### src/hw/rtl/usb_descriptor_parser_defines.svh
// Assertion macros for the USB descriptor parser.
// Included by files that carry concurrent assertions; depends on nothing.
`ifndef USB_DESCRIPTOR_PARSER_DEFINES_SVH
`define USB_DESCRIPTOR_PARSER_DEFINES_SVH
`ifndef NO_ASSERTIONS
`define USBDP_ASSERT_CLK(label, clk, rst_n, prop) \
    label: assert property (@(posedge clk) disable iff (!rst_n) prop) \
        else $error("usbdp assertion failed");
`define USBDP_ASSERT(label, prop) `USBDP_ASSERT_CLK(label, i_clk, i_rst_n, prop)
`else
`define USBDP_ASSERT_CLK(label, clk, rst_n, prop)
`define USBDP_ASSERT(label, prop)
`endif
`endif

### src/hw/rtl/usbdp_pkg.sv
// Types and constants shared by the USB descriptor parser modules.
// Depends on nothing.
package usbdp_pkg;

    localparam logic [7:0] DEVICE_MIN_LEN = 8'd18;
    localparam logic [7:0] LONG_DESC_MIN  = 8'd9;
    localparam logic [7:0] EP_DESC_MIN    = 8'd7;
    localparam logic [7:0] DESC_MIN       = 8'd2;
    localparam int         FIELD_DEPTH    = 10;
    localparam int         REQ_W          = 17;
    localparam int         QUEUE_DEPTH    = 4;
    localparam int         QPTR_W         = 2;

    localparam logic [7:0] DESC_DEVICE    = 8'd1;
    localparam logic [7:0] DESC_CONFIG    = 8'd2;
    localparam logic [7:0] DESC_INTERFACE = 8'd4;
    localparam logic [7:0] DESC_ENDPOINT  = 8'd5;

    typedef enum logic [2:0] {
        KIND_DEVICE    = 3'd0,
        KIND_CONFIG    = 3'd1,
        KIND_INTERFACE = 3'd2,
        KIND_ENDPOINT  = 3'd3,
        KIND_STATUS    = 3'd4
    } t_kind;

    typedef struct packed {
        t_kind       kind;
        logic [15:0] value_a;
        logic [15:0] value_b;
        logic [7:0]  class_f;
        logic [7:0]  subclass_f;
        logic [7:0]  protocol_f;
        logic [7:0]  extra_f;
        logic        accepted;
    } t_record;

    typedef struct packed {
        logic    rec_valid;
        t_record rec;
        logic    stat_valid;
        t_record stat;
    } t_event;

endpackage

### src/hw/rtl/usbdp_channels.sv
// Handshake channels of the USB descriptor parser: blob bytes in, records out.
// Depends on nothing.
interface usbdp_byte_if;
    logic       valid;
    logic       ready;
    logic [7:0] data_byte;
    logic       final_byte;
    modport source(output valid, data_byte, final_byte, input ready);
    modport sink(input valid, data_byte, final_byte, output ready);
endinterface

interface usbdp_rec_if;
    logic        valid;
    logic        ready;
    logic [2:0]  record_kind;
    logic [15:0] value_a;
    logic [15:0] value_b;
    logic [7:0]  class_field;
    logic [7:0]  subclass_field;
    logic [7:0]  protocol_field;
    logic [7:0]  extra_field;
    logic        accepted;
    logic        run_last;
    modport source(output valid, record_kind, value_a, value_b, class_field,
                   subclass_field, protocol_field, extra_field, accepted, run_last,
                   input ready);
    modport sink(input valid, record_kind, value_a, value_b, class_field,
                 subclass_field, protocol_field, extra_field, accepted, run_last,
                 output ready);
endinterface

### src/hw/rtl/usbdp_front.sv
// Front end: walks the descriptor chain one byte per cycle while the event queue is not full, and emits events.
// Depends on usbdp_pkg and usbdp_byte_if.
module usbdp_front #(
    parameter int MAX_BLOB_BYTES = 512,
    parameter int MAX_INTERFACES = 16,
    parameter int MAX_ENDPOINTS  = 32
) (
    input  logic                  i_clk,
    input  logic                  i_rst_n,
    usbdp_byte_if.sink            i_byte,
    input  logic                  i_q_full,
    output logic                  o_push,
    output usbdp_pkg::t_event     o_event
);
    localparam int OFS_W = $clog2(MAX_BLOB_BYTES + 1);
    localparam int IF_W  = $clog2(MAX_INTERFACES + 1);
    localparam int EP_W  = $clog2(MAX_ENDPOINTS + 1);
    localparam int RW    = usbdp_pkg::REQ_W;

    logic [OFS_W-1:0] r_ofs, n_ofs;
    logic             r_too_long, n_too_long;
    logic [7:0]       r_pos, n_pos;
    logic [7:0]       r_len, n_len;
    logic [7:0]       r_kind, n_kind;
    logic [7:0]       r_fb [usbdp_pkg::FIELD_DEPTH];
    logic [7:0]       n_fb [usbdp_pkg::FIELD_DEPTH];
    logic [IF_W-1:0]  r_if_total, n_if_total;
    logic [EP_W-1:0]  r_ep_total, n_ep_total;
    logic             r_have_if, n_have_if;
    logic [7:0]       r_cur_if, n_cur_if;
    logic [7:0]       r_cfg, n_cfg;
    logic [RW-1:0]    r_req, n_req;
    logic             r_failed, n_failed;

    logic              accept;
    logic [7:0]        b;
    logic [7:0]        pos_inc;
    logic [RW-1:0]     start;
    logic [RW-1:0]     cfg_end;
    logic [15:0]       total;
    logic              ok;
    usbdp_pkg::t_event evt;

    assign accept = i_byte.valid && i_byte.ready;
    assign b      = i_byte.data_byte;
    assign i_byte.ready = !i_q_full;

    always_comb begin
        n_ofs      = r_ofs;
        n_too_long = r_too_long;
        n_pos      = r_pos;
        n_len      = r_len;
        n_kind     = r_kind;
        n_fb       = r_fb;
        n_if_total = r_if_total;
        n_ep_total = r_ep_total;
        n_have_if  = r_have_if;
        n_cur_if   = r_cur_if;
        n_cfg      = r_cfg;
        n_req      = r_req;
        n_failed   = r_failed;
        pos_inc    = r_pos + 8'd1;
        start      = RW'(r_ofs) + RW'(1) - RW'(r_len);
        total      = '0;
        cfg_end    = '0;
        ok         = 1'b0;
        evt        = '0;

        if (!r_failed) begin
            if (r_ofs >= OFS_W'(MAX_BLOB_BYTES)) begin
                n_too_long = 1'b1;
                n_failed   = 1'b1;
            end else begin
                n_ofs = r_ofs + 1'b1;
                if ((r_ofs == '0 && b < usbdp_pkg::DEVICE_MIN_LEN) ||
                    (r_ofs == OFS_W'(1) && b != usbdp_pkg::DESC_DEVICE)) begin
                    n_failed = 1'b1;
                end else if (r_pos == '0) begin
                    if (b < usbdp_pkg::DESC_MIN) begin
                        n_failed = 1'b1;
                    end else begin
                        n_len = b;
                        n_pos = 8'd1;
                    end
                end else begin
                    if (r_pos == 8'd1) begin
                        n_kind = b;
                    end
                    for (int i = 0; i < usbdp_pkg::FIELD_DEPTH; i++) begin
                        if (r_pos == 8'(i + 2)) begin
                            n_fb[i] = b;
                        end
                    end
                    n_pos = pos_inc;
                    if (pos_inc == r_len) begin
                        n_pos = '0;
                        total = {n_fb[1], n_fb[0]};
                        if (start == '0) begin
                            evt.rec_valid       = 1'b1;
                            evt.rec.kind        = usbdp_pkg::KIND_DEVICE;
                            evt.rec.value_a     = {n_fb[7], n_fb[6]};
                            evt.rec.value_b     = {n_fb[9], n_fb[8]};
                            evt.rec.class_f     = n_fb[2];
                            evt.rec.subclass_f  = n_fb[3];
                            evt.rec.protocol_f  = n_fb[4];
                            evt.rec.extra_f     = n_fb[5];
                        end else if (n_kind == usbdp_pkg::DESC_CONFIG &&
                                     r_len >= usbdp_pkg::LONG_DESC_MIN) begin
                            cfg_end = start + RW'(total);
                            if (total != '0 && cfg_end > r_req) begin
                                n_req = cfg_end;
                            end
                            n_cfg               = n_fb[3];
                            evt.rec_valid       = 1'b1;
                            evt.rec.kind        = usbdp_pkg::KIND_CONFIG;
                            evt.rec.value_a     = 16'(n_fb[3]);
                            evt.rec.value_b     = total;
                        end else if (n_kind == usbdp_pkg::DESC_INTERFACE &&
                                     r_len >= usbdp_pkg::LONG_DESC_MIN) begin
                            if (r_if_total >= IF_W'(MAX_INTERFACES)) begin
                                n_failed = 1'b1;
                            end else begin
                                n_if_total          = r_if_total + 1'b1;
                                n_have_if           = 1'b1;
                                n_cur_if            = n_fb[0];
                                evt.rec_valid       = 1'b1;
                                evt.rec.kind        = usbdp_pkg::KIND_INTERFACE;
                                evt.rec.value_a     = 16'(n_fb[0]);
                                evt.rec.value_b     = 16'(n_fb[1]);
                                evt.rec.class_f     = n_fb[3];
                                evt.rec.subclass_f  = n_fb[4];
                                evt.rec.protocol_f  = n_fb[5];
                                evt.rec.extra_f     = n_fb[2];
                            end
                        end else if (n_kind == usbdp_pkg::DESC_ENDPOINT &&
                                     r_len >= usbdp_pkg::EP_DESC_MIN) begin
                            if (!r_have_if || r_ep_total >= EP_W'(MAX_ENDPOINTS)) begin
                                n_failed = 1'b1;
                            end else begin
                                n_ep_total          = r_ep_total + 1'b1;
                                evt.rec_valid       = 1'b1;
                                evt.rec.kind        = usbdp_pkg::KIND_ENDPOINT;
                                evt.rec.value_a     = 16'(n_fb[0]);
                                evt.rec.value_b     = {n_fb[3], n_fb[2]};
                                evt.rec.class_f     = n_fb[1];
                                evt.rec.subclass_f  = n_fb[4];
                                evt.rec.protocol_f  = r_cur_if;
                            end
                        end
                    end
                end
            end
        end

        if (i_byte.final_byte) begin
            ok = !n_failed && !n_too_long && n_pos == '0 &&
                 n_ofs >= OFS_W'(usbdp_pkg::DEVICE_MIN_LEN) &&
                 n_req <= RW'(n_ofs) && n_cfg != '0;
            evt.stat_valid     = 1'b1;
            evt.stat.kind      = usbdp_pkg::KIND_STATUS;
            evt.stat.value_a   = 16'(n_cfg);
            evt.stat.value_b   = 16'(n_if_total);
            evt.stat.class_f   = 8'(n_ep_total);
            evt.stat.accepted  = ok;
            // restart for the next blob
            n_ofs      = '0;
            n_too_long = 1'b0;
            n_pos      = '0;
            n_len      = '0;
            n_kind     = '0;
            n_if_total = '0;
            n_ep_total = '0;
            n_have_if  = 1'b0;
            n_cur_if   = '0;
            n_cfg      = '0;
            n_req      = '0;
            n_failed   = 1'b0;
        end
    end

    assign o_push  = accept && (evt.rec_valid || evt.stat_valid);
    assign o_event = evt;

    always_ff @(posedge i_clk) begin
        if (!i_rst_n) begin
            r_ofs      <= '0;
            r_too_long <= 1'b0;
            r_pos      <= '0;
            r_len      <= '0;
            r_kind     <= '0;
            r_if_total <= '0;
            r_ep_total <= '0;
            r_have_if  <= 1'b0;
            r_cur_if   <= '0;
            r_cfg      <= '0;
            r_req      <= '0;
            r_failed   <= 1'b0;
        end else if (accept) begin
            r_ofs      <= n_ofs;
            r_too_long <= n_too_long;
            r_pos      <= n_pos;
            r_len      <= n_len;
            r_kind     <= n_kind;
            r_if_total <= n_if_total;
            r_ep_total <= n_ep_total;
            r_have_if  <= n_have_if;
            r_cur_if   <= n_cur_if;
            r_cfg      <= n_cfg;
            r_req      <= n_req;
            r_failed   <= n_failed;
        end
    end

    always_ff @(posedge i_clk) begin
        if (accept) begin
            r_fb <= n_fb;
        end
    end

endmodule

### src/hw/rtl/usbdp_queue.sv
// Short event queue between the parsing front end and the record back end.
// Depends on usbdp_pkg.
module usbdp_queue (
    input  logic              i_clk,
    input  logic              i_rst_n,
    input  logic              i_push,
    input  usbdp_pkg::t_event i_data,
    input  logic              i_pop,
    output usbdp_pkg::t_event o_data,
    output logic              o_full,
    output logic              o_empty
);
    localparam int PW = usbdp_pkg::QPTR_W;

    usbdp_pkg::t_event r_mem [usbdp_pkg::QUEUE_DEPTH];
    logic [PW-1:0]     r_wr, r_rd;
    logic [PW:0]       r_count;

    assign o_full  = r_count == (PW + 1)'(usbdp_pkg::QUEUE_DEPTH);
    assign o_empty = r_count == '0;
    assign o_data  = r_mem[r_rd];

    always_ff @(posedge i_clk) begin
        if (i_push) begin
            r_mem[r_wr] <= i_data;
        end
    end

    always_ff @(posedge i_clk) begin
        if (!i_rst_n) begin
            r_wr    <= '0;
            r_rd    <= '0;
            r_count <= '0;
        end else begin
            if (i_push) begin
                r_wr <= r_wr + 1'b1;
            end
            if (i_pop) begin
                r_rd <= r_rd + 1'b1;
            end
            if (i_push && !i_pop) begin
                r_count <= r_count + 1'b1;
            end else if (i_pop && !i_push) begin
                r_count <= r_count - 1'b1;
            end
        end
    end

endmodule

### src/hw/rtl/usbdp_back.sv
// Back end: expands each event into one or two output records.
// Depends on usbdp_pkg and usbdp_rec_if.
module usbdp_back (
    input  logic              i_clk,
    input  logic              i_rst_n,
    input  logic              i_q_valid,
    input  usbdp_pkg::t_event i_q_data,
    output logic              o_pop,
    usbdp_rec_if.source       o_rec
);
    usbdp_pkg::t_event  r_evt;
    logic               r_busy;
    logic               r_second;
    usbdp_pkg::t_record cur;
    logic               cur_last;
    logic               done;

    always_comb begin
        if (!r_second && r_evt.rec_valid) begin
            cur      = r_evt.rec;
            cur_last = !r_evt.stat_valid;
        end else begin
            cur      = r_evt.stat;
            cur_last = 1'b1;
        end
    end

    assign done  = r_busy && o_rec.ready;
    assign o_pop = i_q_valid && (!r_busy || (done && cur_last));

    assign o_rec.valid          = r_busy;
    assign o_rec.record_kind    = cur.kind;
    assign o_rec.value_a        = cur.value_a;
    assign o_rec.value_b        = cur.value_b;
    assign o_rec.class_field    = cur.class_f;
    assign o_rec.subclass_field = cur.subclass_f;
    assign o_rec.protocol_field = cur.protocol_f;
    assign o_rec.extra_field    = cur.extra_f;
    assign o_rec.accepted       = cur.accepted;
    assign o_rec.run_last       = cur_last;

    always_ff @(posedge i_clk) begin
        if (o_pop) begin
            r_evt <= i_q_data;
        end
    end

    always_ff @(posedge i_clk) begin
        if (!i_rst_n) begin
            r_busy   <= 1'b0;
            r_second <= 1'b0;
        end else if (o_pop) begin
            r_busy   <= 1'b1;
            r_second <= 1'b0;
        end else if (done) begin
            if (cur_last) begin
                r_busy <= 1'b0;
            end else begin
                r_second <= 1'b1;
            end
        end
    end

endmodule

### src/hw/rtl/usb_descriptor_parser.sv
// USB descriptor parser top level: front end, event queue, back end.
// Depends on usbdp_pkg, usbdp_channels, usbdp_front, usbdp_queue, usbdp_back.
//
// Takes one blob byte per cycle and emits device, configuration, interface
// and endpoint records plus a status record on the final byte. Each byte is
// parsed in the cycle it is accepted; records reach the output one per
// cycle while the output is ready, from a four-entry event queue, so a byte
// that completes a descriptor and also ends the blob yields two records.
// Input ready drops only while that queue is full. A byte's event is
// registered in the queue and then in the back end before its first record.
`include "usb_descriptor_parser_defines.svh"
module usb_descriptor_parser #(
    parameter int MAX_BLOB_BYTES = 512,
    parameter int MAX_INTERFACES = 16,
    parameter int MAX_ENDPOINTS  = 32
) (
    input  logic         i_clk,
    input  logic         i_rst_n,
    usbdp_byte_if.sink   i_byte,
    usbdp_rec_if.source  o_rec
);
    logic              q_push;
    logic              q_pop;
    logic              q_full;
    logic              q_empty;
    usbdp_pkg::t_event q_in;
    usbdp_pkg::t_event q_out;

    usbdp_front #(
        .MAX_BLOB_BYTES(MAX_BLOB_BYTES),
        .MAX_INTERFACES(MAX_INTERFACES),
        .MAX_ENDPOINTS (MAX_ENDPOINTS)
    ) u_front (
        .i_clk   (i_clk),
        .i_rst_n (i_rst_n),
        .i_byte  (i_byte),
        .i_q_full(q_full),
        .o_push  (q_push),
        .o_event (q_in)
    );

    usbdp_queue u_queue (
        .i_clk  (i_clk),
        .i_rst_n(i_rst_n),
        .i_push (q_push),
        .i_data (q_in),
        .i_pop  (q_pop),
        .o_data (q_out),
        .o_full (q_full),
        .o_empty(q_empty)
    );

    usbdp_back u_back (
        .i_clk    (i_clk),
        .i_rst_n  (i_rst_n),
        .i_q_valid(!q_empty),
        .i_q_data (q_out),
        .o_pop    (q_pop),
        .o_rec    (o_rec)
    );

    `USBDP_ASSERT(a_no_overflow, q_push |-> !q_full)
    `USBDP_ASSERT(a_no_underflow, q_pop |-> !q_empty)
    `USBDP_ASSERT(a_final_queued, (i_byte.valid && i_byte.ready && i_byte.final_byte) |=> !q_empty)
    `USBDP_ASSERT(a_status_last, (o_rec.valid && o_rec.record_kind == usbdp_pkg::KIND_STATUS) |-> o_rec.run_last)
    `USBDP_ASSERT(a_accept_in_status, (o_rec.valid && o_rec.accepted) |-> (o_rec.record_kind == usbdp_pkg::KIND_STATUS))

endmodule
### src/flat_wrapper.sv
// flat-port wrapper written by rule: the top's interface ports become plain ports
module usb_descriptor_parser_flat 
#(
    parameter int MAX_BLOB_BYTES = 512,
    parameter int MAX_INTERFACES = 16,
    parameter int MAX_ENDPOINTS  = 32
)
  (i_clk, i_rst_n, i_byte_valid, i_byte_data_byte, i_byte_final_byte, i_byte_ready, o_rec_valid, o_rec_record_kind, o_rec_value_a, o_rec_value_b, o_rec_class_field, o_rec_subclass_field, o_rec_protocol_field, o_rec_extra_field, o_rec_accepted, o_rec_run_last, o_rec_ready);
  usbdp_byte_if i_byte_i ();
  usbdp_rec_if o_rec_i ();
  input  logic i_clk;
  input  logic i_rst_n;
  input wire logic [$bits(i_byte_i.valid)-1:0] i_byte_valid;
  input wire logic [$bits(i_byte_i.data_byte)-1:0] i_byte_data_byte;
  input wire logic [$bits(i_byte_i.final_byte)-1:0] i_byte_final_byte;
  output wire logic [$bits(i_byte_i.ready)-1:0] i_byte_ready;
  output wire logic [$bits(o_rec_i.valid)-1:0] o_rec_valid;
  output wire logic [$bits(o_rec_i.record_kind)-1:0] o_rec_record_kind;
  output wire logic [$bits(o_rec_i.value_a)-1:0] o_rec_value_a;
  output wire logic [$bits(o_rec_i.value_b)-1:0] o_rec_value_b;
  output wire logic [$bits(o_rec_i.class_field)-1:0] o_rec_class_field;
  output wire logic [$bits(o_rec_i.subclass_field)-1:0] o_rec_subclass_field;
  output wire logic [$bits(o_rec_i.protocol_field)-1:0] o_rec_protocol_field;
  output wire logic [$bits(o_rec_i.extra_field)-1:0] o_rec_extra_field;
  output wire logic [$bits(o_rec_i.accepted)-1:0] o_rec_accepted;
  output wire logic [$bits(o_rec_i.run_last)-1:0] o_rec_run_last;
  input wire logic [$bits(o_rec_i.ready)-1:0] o_rec_ready;
  assign i_byte_i.valid = i_byte_valid;
  assign i_byte_i.data_byte = i_byte_data_byte;
  assign i_byte_i.final_byte = i_byte_final_byte;
  assign i_byte_ready = i_byte_i.ready;
  assign o_rec_valid = o_rec_i.valid;
  assign o_rec_record_kind = o_rec_i.record_kind;
  assign o_rec_value_a = o_rec_i.value_a;
  assign o_rec_value_b = o_rec_i.value_b;
  assign o_rec_class_field = o_rec_i.class_field;
  assign o_rec_subclass_field = o_rec_i.subclass_field;
  assign o_rec_protocol_field = o_rec_i.protocol_field;
  assign o_rec_extra_field = o_rec_i.extra_field;
  assign o_rec_accepted = o_rec_i.accepted;
  assign o_rec_run_last = o_rec_i.run_last;
  assign o_rec_i.ready = o_rec_ready;
  usb_descriptor_parser #(.MAX_BLOB_BYTES(MAX_BLOB_BYTES), .MAX_INTERFACES(MAX_INTERFACES), .MAX_ENDPOINTS(MAX_ENDPOINTS)) u_core (.i_clk(i_clk), .i_rst_n(i_rst_n), .i_byte(i_byte_i), .o_rec(o_rec_i));
endmodule
### config.mk
export PLATFORM = sky130hd
export DESIGN_NAME = usb_descriptor_parser_flat
export DESIGN_NICKNAME = d
export VERILOG_FILES = /design/src/hw/rtl/usbdp_pkg.sv /design/src/hw/rtl/usbdp_channels.sv /design/src/hw/rtl/usbdp_front.sv /design/src/hw/rtl/usbdp_queue.sv /design/src/hw/rtl/usbdp_back.sv /design/src/hw/rtl/usb_descriptor_parser.sv /design/src/flat_wrapper.sv
export VERILOG_INCLUDE_DIRS = /design/src /design/src/hw/rtl
export SDC_FILE = /design/constraint.sdc
export NUM_CORES = 1
export LEC_CHECK = 0
export ABC_AREA = 1
export BUFFER_PORTS_ARGS = -buffer_cell sky130_fd_sc_hd__clkbuf_2
export CORE_MARGIN = 4
export CORE_UTILIZATION = 63
export CTS_BUF_LIST = sky130_fd_sc_hd__clkbuf_2 sky130_fd_sc_hd__clkbuf_4 sky130_fd_sc_hd__clkbuf_8
export DETAILED_ROUTE_END_ITERATION = 7
export GPL_ROUTABILITY_DRIVEN = 1
export HOLD_SLACK_MARGIN = 0.15
export PLACE_DENSITY = 0.89
export REMOVE_ABC_BUFFERS = 1
export SLEW_MARGIN = 20
export SYNTH_ARGS = -nofsm -noshare
export SYNTH_HDL_FRONTEND = slang
export SYNTH_SLANG_ARGS = --single-unit
### constraint.sdc
create_clock -name i_clk -period 17.5 [get_ports i_clk]
set_input_delay 0.875 -clock i_clk [delete_from_list [all_inputs] [get_ports i_clk]]
set_output_delay 0.875 -clock i_clk [all_outputs]
set_load 0.1 [all_outputs]
# After elaboration in Yosys (flattened, before gate mapping)
# Memories as Yosys holds them, arrays and structs flattened. A register that Yosys moved wholly into a read port is not among the register bits.
# Index checks and enable logic that the tools add are counted.
[op_classes] n_addsub=11 order_cmp=10 n_eq_ne=26 muxes=142 n_bitwise=6 reduce_logical=53
[ops] operator="$mux 68" n=8
[ops] operator="$mux 8" n=60
[ops] operator="$mux 60" n=3
[ops] operator="$mux 17" n=9
[ops] operator="$mux 6" n=11
[ops] operator="$mux 5" n=10
[ops] operator="$eq 8x3->1 const B" n=6
[ops] operator="$mux 44" n=1
[ops] operator="$mux 36" n=1
[ops] operator="$mux 1" n=33
[ops] operator="$eq 8x4->1 const B" n=4
[ops] operator="$mux 32" n=1
[ops] operator="$mux 10" n=3
[ops] operator="$eq 8x2->1 const B" n=3
[ops] operator="$logic_and 1x1->1" n=19
[ops] operator="$add 17x16->17" n=1
[ops] operator="$gt 17x17->1" n=1
[ops] operator="$le 17x10->1" n=1
[ops] operator="$logic_not 17->1" n=1
[ops] operator="$logic_not 8->1" n=2
[ops] operator="$ne 2x2->1 const B" n=8
[ops] operator="$reduce_bool 16->1" n=1
[ops] operator="$reduce_bool 2->1" n=6
[ops] operator="$sub 11x8->12" n=1
[ops] operator="33 further kinds" n=54
[totals] ff_bits=195 ramBits=452 input_bits=13 word_cells=280 n_memories=1
[memory_table] memory="u_core.u_queue.r_mem" words=4 word_bits=113 rd=1 rd_clocked_by_memory_dff=1 write_ports=1 line="usbdp_queue.sv:15" rtl="usbdp_pkg::t_event r_mem [usbdp_pkg::QUEUE_DEPTH];"

# Logic depth before layout (Yosys ltp)
# Gate-level depths: netlist of run 1.
[logic_depth] depth_word=24 depth_mapped=51 depth_no_buf=50

# Cells and area by module
# A second synthesis of run 1 with hierarchy kept.
[unflattened] cells_unflattened=3552 hier_area_um2=38273.0
[modules_own_cells] mod="usbdp_queue" instances=1 cells_per_inst=1392 area_per_inst_um2=20807.5
[modules_own_cells] mod="usbdp_front" instances=1 cells_per_inst=1785 area_per_inst_um2=12375.6
[modules_own_cells] mod="usbdp_back" instances=1 cells_per_inst=374 area_per_inst_um2=5086.1
[modules_own_cells] mod="usb_descriptor_parser" instances=1 cells_per_inst=1 area_per_inst_um2=3.8

# Least setup slack after synthesis of run 1
# No wires, ideal clock.
[synth_path] path_type="register to register" start="register u_core.u_front.r_ofs[1]" end="memory u_core.u_queue.r_mem[0][0] in the netlist's numbering (enable)" setup_time_ns=0.536 arrival_ns=6.413 required_ns=16.964 slack_ns=10.552 stages_incl_launch_ff=19 n_path_buf=0 synth_period_minus_slack_ns=6.948 path_cell_list="dfxtp_1 -> inv_1 -> ha_1 -> inv_1 -> ha_1 -> fa_1 -> nor2_1 -> nand2_1 -> nor2_1 -> nand3_1 -> nor2_1 -> nand2_1 -> nor2_1 -> nand4_2 -> nand4_1 -> nand2_2 -> nand2_1 -> nand2_1 -> nor2_1"
[synth_between] elab_chain_len=13 word_cells_on_any_way=19
[synth_rtl] element="start, declared" line="usbdp_front.sv:20" rtl="logic [OFS_W-1:0] r_ofs, n_ofs;"
[synth_rtl] element="start signal, assigned" line="usbdp_front.sv:199" rtl="r_ofs <= n_ofs;"
[synth_rtl] element="$add 10x1->11" line="usbdp_front.sv:63" rtl="start = RW'(r_ofs) + RW'(1) - RW'(r_len);"
[synth_rtl] element="$sub 11x8->12" line="usbdp_front.sv:63"
[synth_rtl] element="$logic_not 17->1" line="usbdp_front.sv:98" rtl="if (start == '0) begin"
[synth_rtl] element="$mux 68" line="usbdp_front.sv:98"
[synth_rtl] element="$mux 68" line="usbdp_front.sv:95" rtl="if (pos_inc == r_len) begin"
[synth_rtl] element="$mux 68" line="usbdp_front.sv:78" rtl="end else if (r_pos == '0) begin"
[synth_rtl] element="$mux 68" line="usbdp_front.sv:75" rtl="if ((r_ofs == '0 && b < usbdp_pkg::DEVICE_MIN_LEN) ||"
[synth_rtl] element="$mux 68 *" line="usbdp_front.sv:70" rtl="if (r_ofs >= OFS_W'(MAX_BLOB_BYTES)) begin"
[synth_rtl] element="$mux 68 *" line="usbdp_front.sv:69" rtl="if (!r_failed) begin"
[synth_rtl] element="$logic_or 1x1->1 *" line="usbdp_front.sv:181" rtl="assign o_push = accept && (evt.rec_valid || evt.stat_valid);"
[synth_rtl] element="$logic_and 1x1->1 *" line="usbdp_front.sv:181"
[synth_rtl] element="$mux 1 *" line="usbdp_queue.sv:24" rtl="if (i_push) begin"
[synth_rtl] element="$mux 1 (implied by the code) *" line="usbdp_queue.sv:25" rtl="r_mem[r_wr] <= i_data;"
[synth_rtl] element="end, declared" line="usbdp_queue.sv:15"
# Mark *: on every way between the ends. The rest lies on a longest branch, timed or not.

==> flow_summary.yaml, run 1 <==
clock_tree:
  htree_levels: 3
  cts_resized: 0
  holdBufCountCts: 0
  clk_pin_slew_ns: 0.07
  clock_latency_ns: 0.69
  clock-sinks: 610
  cts_buffers: 92
  cts_buffer_depth: 3
  cts_setup_buffers: 0
  cts_root_buffer: "clkbuf_8"
  cts_tree: "built"
synth:
  yosysMostFrequentCell: "nand2_1"
  netlist.area_leader.share: 0.546
  synth_area_leaders: "edfxtp_1 55%, nand2_1 6.9%, dfxtp_1 6.3%, nor2_1 5.2%, o21ai_0 4.9%"
  yosys.area.top_type: "edfxtp_1"
  syn_inst: 2902
  synth.area.mux_share: 0
  synthAdderAreaFrac: 0.0371
  synth-main-ff-cell: "edfxtp_1"
  ys_seq_elements: 610
  seq_area_frac_synth: 0.608
  syn_area_per_cell_um2: 9.86
  syn_area_mm2: 0.0286
  synth-simple-area-share: 0.168
  synth-edff-count: 520
  synth-compound-area-share: 0.119
  async_reset_ff_frac: 0
  yosysWarnings: 0
  synth-xor-area-share: 0.00826
  synth.distinct_cells: 52
  synth_commonest_cells: "526 x nand2_1, 520 x edfxtp_1, 399 x nor2_1"
  synth_top_family_by_area: "simple AND/OR/NAND/NOR gates"
timing:
  relSlewSlack: 0.274
  worst_slew_pin_slew_ns: 1.09
  finalHoldViolations: 0
  rsz0062_at_grt: "no"
  slew_violations: 0
  min_period_over_period: 0.403
  clock_skew_ns: 0.0287
  setup_viol: 0
  period_needed_ns: 7.05
  timing.fmax_mhz: 142
  fin_tns_setup_ns: 0
drt:
  wl_per_cell_um: 20.7
  drt-total-wl_mm: 75.6
  vias: 22500
  dr_wl_met3_mm: 7.79
  wl_met1_mm: 27.2
  first_iter_violations: 2873
  routed.top_layer: "met4"
  drc: 10
  ant_nets: 0
  via_per_inst: 6.16
  wl_met2_mm: 37.1
  first_pass_iters: 8
global_routing:
  grt_first_pass_wirelength_mm: 118
  antenna_found_initial: 0
  grt_pass1_vias: 22200
  overflow: 0
  grt_max_degree: 102
  grt_usage: 0.301
min_path:
  min_path_type: "register to register"
  holdCritStartpoint: "u_core.u_front.r_cur_if[3]$_SDFFE_PN0P_"
worst_setup_path:
  worst-path-stages: 45
  critPathLaunchType: "register"
  cp_num_buf_inv: 5
  cp.required_ns: 17.99
  critPathTopFamily: "simple AND/OR/NAND/NOR gates"
  rr_worst_depth: 45
  critPathSlowestCell: "fa_1"
  rrSetupSlack_ns: 10.45
  worstSetupPathType: "register to register"
  crit_end: "u_core.u_queue.r_mem[0][0]$_DFFE_PP_"
  crit_top_cell: "nand2_1"
  worstReg2RegStart: "u_core.u_front.r_ofs[1]$_SDFFE_PN0P_"
  crit_arrival_ns: 7.54
  crit_path_start: "u_core.u_front.r_ofs[1]$_SDFFE_PN0P_"
  slowest_delay_ns: 0.46
  crit_path_max_fanout: 14
  end_kind: "register"
  timing.rr.end: "u_core.u_queue.r_mem[0][0]$_DFFE_PP_"
status:
  status: "finished with violations"
  violations: "DRC"
die:
  die_w_um: 221
  dieArea_mm2: 0.0489
  core_mm2: 0.0446
  num_io_pins: 84
  start_util: 0.642
  num_rows: 77
  die_y_um: 221
layout:
  drive_gt1_frac: 0.123
  multi_input_area_mm2: 0.00959
  regArea_mm2: 0.0174
  fillers: 2978
  num_antenna_cells: 0
  stdcell_area_mm2: 0.0315
  layout.nets: 3076
  area_growth_pct: 10.2
placement:
  place_area_mm2: 0.0295
  port_buffers: 83
  dp.final_hpwl_mm: 48.3
  gp_congestion: 0.974
run:
  cap_violations: 0
pwr:
  p_per_area_mw_per_mm2: 158
  power.leakage_nw: 12.0
  peakVddDrop_mv: 0.207
## cell type report
| cell class | instances | share of cell area |
|---|---|---|
| Tap cell | 592 | 0.0235 |
| Clock buffer | 121 | 0.0492 |
| Inverter | 304 | 0.0367 |
| Multi-Input combinational cell | 1861 | 0.304 |
| Clock inverter | 51 | 0.0145 |
| Sequential cell | 610 | 0.552 |
| Timing Repair Buffer | 111 | 0.0198 |
## through the flow
stage	instances	setup slack, ns	power (mW)	utilization	hold WS [ns]
6_report	3650	10.45	4.99	0.707	0.460
5_1_grt	3650	9.70	5.20	0.707	0.484
4_1_cts	3650	10.55	4.99	0.707	0.462
3_5_place_dp	3478	10.61	3.74	0.662	0.452
3_3_place_gp	3477	10.74	3.69	0.662	0.448
2_1_floorplan	2775	9.60	3.34	-	0.441
## where the power goes
part | internal [mW] | switching (mW) | total, mW
Combinational | 0.339 | 1.50 | 1.84
Clock | 0.690 | 0.567 | 1.26
Sequential | 1.80 | 0.0817 | 1.89
## metal layers
layer / GRT usage / vias to the layer above
met5: 0 / -
met4: 0.135 / 0
met3: 0.0603 / 283
met2: 0.512 / 1485
met1: 0.376 / 10600
li1: - / 10100
## cells in the final DEF (no fill, tap or decap), types with 12 or more instances in the layout
cell type / netlist / layout
nand2_1: 526 / 525
edfxtp_1: 520 / 520
nor2_1: 399 / 390
o21ai_0: 278 / 278
inv_1: 280 / 277
a21oi_1: 142 / 142
o22ai_1: 109 / 109
clkbuf_8: 0 / 103
dfxtp_1: 90 / 88
clkbuf_2: 0 / 83
nand3_1: 80 / 80
ha_1: 80 / 80
o21ai_1: 30 / 30
nor3_1: 29 / 29
buf_4: 3 / 27
nand4_1: 25 / 25
xor2_1: 24 / 24
clkinv_1: 6 / 22
clkinv_2: 0 / 19
nand2_2: 17 / 18
clkbuf_4: 0 / 18
nor2_4: 10 / 17
inv_2: 15 / 15
o21ai_2: 12 / 12
## sequential cells by signal (all words and copies together), names as in the netlist, 10 cells and up
name	flops
u_core.u_front.r_fb	80
u_core.u_queue.r_mem	352
u_core.u_front.r_ofs	10
u_core.u_front.r_req	17
u_core.u_back.r_evt	88
## worst register-to-register path: cells and delay by family, from the launching register on
family          cells  cell delay (ns)
simple gates       28             3.11
fa+ha+maj           6             1.85
compound gates      5             0.72
buf+inv             5             0.67
flops               1             0.35
xor+xnor            1             0.17
## logic make-up after synthesis
kind of cell,after synthesis
AND/OR/NAND/NOR,1131
AO/OA/AOI/OAI,620
flip-flops,610
buffers and inverters,431
adder cells (fa/ha/maj),83
XOR/XNOR,27
## worst min-delay path by stage
stage / endpoint / slack, ns / cells past startpoint
2_1_floorplan: u_core.u_front.r_cur_if[0]$_SDFFE_PN0P_ / 0.44 / 2
3_3_place_gp: u_core.u_front.r_cur_if[0]$_SDFFE_PN0P_ / 0.45 / 2
3_5_place_dp: u_core.u_front.r_cur_if[3]$_SDFFE_PN0P_ / 0.45 / 2
4_1_cts: u_core.u_front.r_cur_if[3]$_SDFFE_PN0P_ / 0.46 / 2
5_1_grt: u_core.u_front.r_cur_if[7]$_SDFFE_PN0P_ / 0.48 / 2
6_report: u_core.u_front.r_cur_if[3]$_SDFFE_PN0P_ / 0.46 / 2
(Power assumes the default switching activity.)
==> inputs of run 2 (changes only) <==
Settings changed: CORE_UTILIZATION 63 to 59, PLACE_DENSITY 0.89 to 0.88.
Clock period 17.5 ns to 6.3 ns, I/O delays scaled along.
==> run 2 against run 1 <==
Effect of this change: the flow now finishes without violations; sequential share of layout area decreased by 2.7 points; clock skew rose by 0.014 ns; total power increased to 2.9 times the previous value; clock power rose to 2.7 times the previous value; flip-flop and latch count is the same; critical path depth unchanged; combinational power rose to 3.0 times the previous value; count of clock-buffer cells in the layout up 9.
==> flow_summary.yaml, run 2 (synthesized netlist as in run 1, its figures left out) <==
die:
  core_mm2: 0.0478
  num_rows: 80
  start_util: 0.598
  die_w_um: 228
  dieArea_mm2: 0.0521
  num_io_pins: 84
  die_y_um: 228
global_routing:
  antenna_found_initial: 0
  grt_usage: 0.298
  grt_pass1_vias: 22500
  grt_first_pass_wirelength_mm: 123
  overflow: 0
  grt_max_degree: 103
worst_setup_path:
  critPathTopFamily: "simple AND/OR/NAND/NOR gates"
  worstSetupPathType: "register to register"
  timing.rr.end: "u_core.u_queue.r_mem[3][0]$_DFFE_PP_"
  cp_num_buf_inv: 6
  worstReg2RegStart: "u_core.u_front.r_ofs[1]$_SDFFE_PN0P_"
  slowest_delay_ns: 0.35
  cp.required_ns: 6.85
  rr_worst_depth: 45
  crit_arrival_ns: 6.60
  crit_path_max_fanout: 7
  critPathSlowestCell: "fa_2"
  end_kind: "register"
  critPathLaunchType: "register"
  rrSetupSlack_ns: 0.25
  worst-path-stages: 45
layout:
  final_common_cell: "edfxtp_1"
  regMostFlops: "u_core.u_queue.r_mem"
  drive_gt1_frac: 0.186
  final_cell_mix: "520 x edfxtp_1, 497 x nand2_1, 388 x nor2_1"
  area_growth_pct: 16.0
  layout.nets: 3194
  largest_reg_flops: 352
  stdcell_area_mm2: 0.0332
  top_regs: "u_core.u_queue.r_mem (352), u_core.u_back.r_evt (88), u_core.u_front.r_fb (80)"
  post-route-util: 0.694
timing:
  rsz0062_at_grt: "yes"
  relSlewSlack: 0.267
  min_period_over_period: 0.961
  slew_violations: 0
  setup_viol: 0
  timing.hold.ws_ns: 0.342
  timing.fmax_mhz: 165
  clock_skew_ns: 0.0427
  finalHoldViolations: 0
  fin_tns_setup_ns: 0
  worst_slew_pin_slew_ns: 1.09
  period_needed_ns: 6.05
pwr:
  peakVddDrop_mv: 0.325
  share_clk_of_total_power: 0.242
  power_mw: 14.3
  power.leakage_nw: 12.6
  power_frac_comb: 0.392
  p_sw_frac: 0.435
  p_per_area_mw_per_mm2: 430
  internal-power_mw: 8.08
  p_sw_mw: 6.21
  seqPwrFrac: 0.367
clock_tree:
  htree_levels: 3
  cts_root_buffer: "clkbuf_8"
  clock_latency_ns: 0.71
  cts_buffers: 94
  clock-sinks: 610
  cts_buffer_depth: 3
  clk_pin_slew_ns: 0.07
  cts_tree: "built"
placement:
  place_area_mm2: 0.0303
  gp_congestion: 0.974
  port_buffers: 83
  dp.final_hpwl_mm: 51.1
status:
  status: "finished, final reports clean"
drt:
  first_iter_violations: 3176
  ant_nets: 0
  first_pass_iters: 6
  wl_per_cell_um: 21.2
  vias: 23100
  drc: 0
  via_per_inst: 6.10
  drt-total-wl_mm: 80.3
min_path:
  holdCritStartpoint: "i_byte_valid"
  min_path_type: "input port to register"
  hold_end: "u_core.u_front.r_req[4]$_SDFFE_PN0P_"
  min_path_cells: 5
run:
  cap_violations: 0
run 2: cell types whose count changed in the layout (fill, tap and decap cells not counted), moves of 8 or more:
cell	change
a21oi_1	-11
buf_4	+95
dfxtp_2	+9
inv_1	-16
nand2_2	+21
ha_4	+25
buf_12	+8
ha_1	-26
dfxtp_1	-9
inv_2	+14
nand2_1	-28
dlygate4sd3_1	+11
clkbuf_4	+10
run 2: worst max path at each step:
stage	from	slack, ns	to
after global routing	u_core.u_front.r_ofs[1]$_SDFFE_PN0P_	-0.11	u_core.u_queue.r_mem[3][0]$_DFFE_PP_
after CTS	u_core.u_front.r_ofs[1]$_SDFFE_PN0P_	0.02	u_core.u_queue.r_mem[3][0]$_DFFE_PP_
after floorplan	u_core.u_back.r_evt[137]$_DFFE_PP_	-1.60	u_core.u_queue.r_count[1]$_SDFFE_PN0P_
after global placement	u_core.u_front.r_ofs[1]$_SDFFE_PN0P_	0.02	u_core.u_queue.r_mem[0][0]$_DFFE_PP_
after detailed placement	u_core.u_front.r_ofs[1]$_SDFFE_PN0P_	-0.07	u_core.u_queue.r_mem[2][0]$_DFFE_PP_
final	u_core.u_front.r_ofs[1]$_SDFFE_PN0P_	0.25	u_core.u_queue.r_mem[3][0]$_DFFE_PP_
run 2: power by group through the flow:
stage	Sequential, mW	Combinational (mW)	Clock (mW)
finish	5.24	5.60	3.45
global route	5.27	5.95	3.67
CTS	5.23	5.34	3.46
detailed placement	5.31	5.26	0
global placement	5.28	5.11	0
floorplan	5.37	3.92	0
run 2: repair_timing:
item,CTS,global route
hold endpoints to repair,22,0
pin swaps,1,58
setup buffers,1,14
hold buffers,11,0
setup endpoints to repair,4,4
gates cloned,0,1
gates resized for setup,7,136
run 2: stage by stage:
step	setup WS [ns]	std cells
final	0.247	3793
after global routing	-0.108	3792
after CTS	0.0181	3777
after detailed placement	-0.0748	3590
after global placement	0.0160	3590
after floorplan	-1.60	2775
run 2: cell type report:
cell class | instances | area (um^2)
Fill cell | 3276 | 14700
Antenna cell | 1 | 2.50
Multi-Input combinational cell | 1861 | 10200
Timing Repair inverter | 1 | 8.76
Timing Repair Buffer | 226 | 1620
Clock buffer | 130 | 1610
Clock inverter | 45 | 343
Inverter | 304 | 1170
Sequential cell | 610 | 17400
Tap cell | 615 | 769
run 2: layer usage:
| layer | vias to the layer above | GRT usage | wire, um | share of wire |
|---|---|---|---|---|
| li1 | 10400 | - | - | - |
| met5 | - | 0 | 0 | 0 |
| met1 | 10900 | 0.368 | 28500 | 0.36 |
| met3 | 315 | 0.0549 | 8290 | 0.10 |
| met2 | 1596 | 0.507 | 39400 | 0.49 |
| met4 | 0 | 0.148 | 4090 | 0.051 |
run 2: tightest hold or removal path: stages:
cell and delay [ns]:
clkbuf_2 0.08, nand2_2 0.08, buf_4 0.34, nand2_1 0.13
a21oi_1 0.05
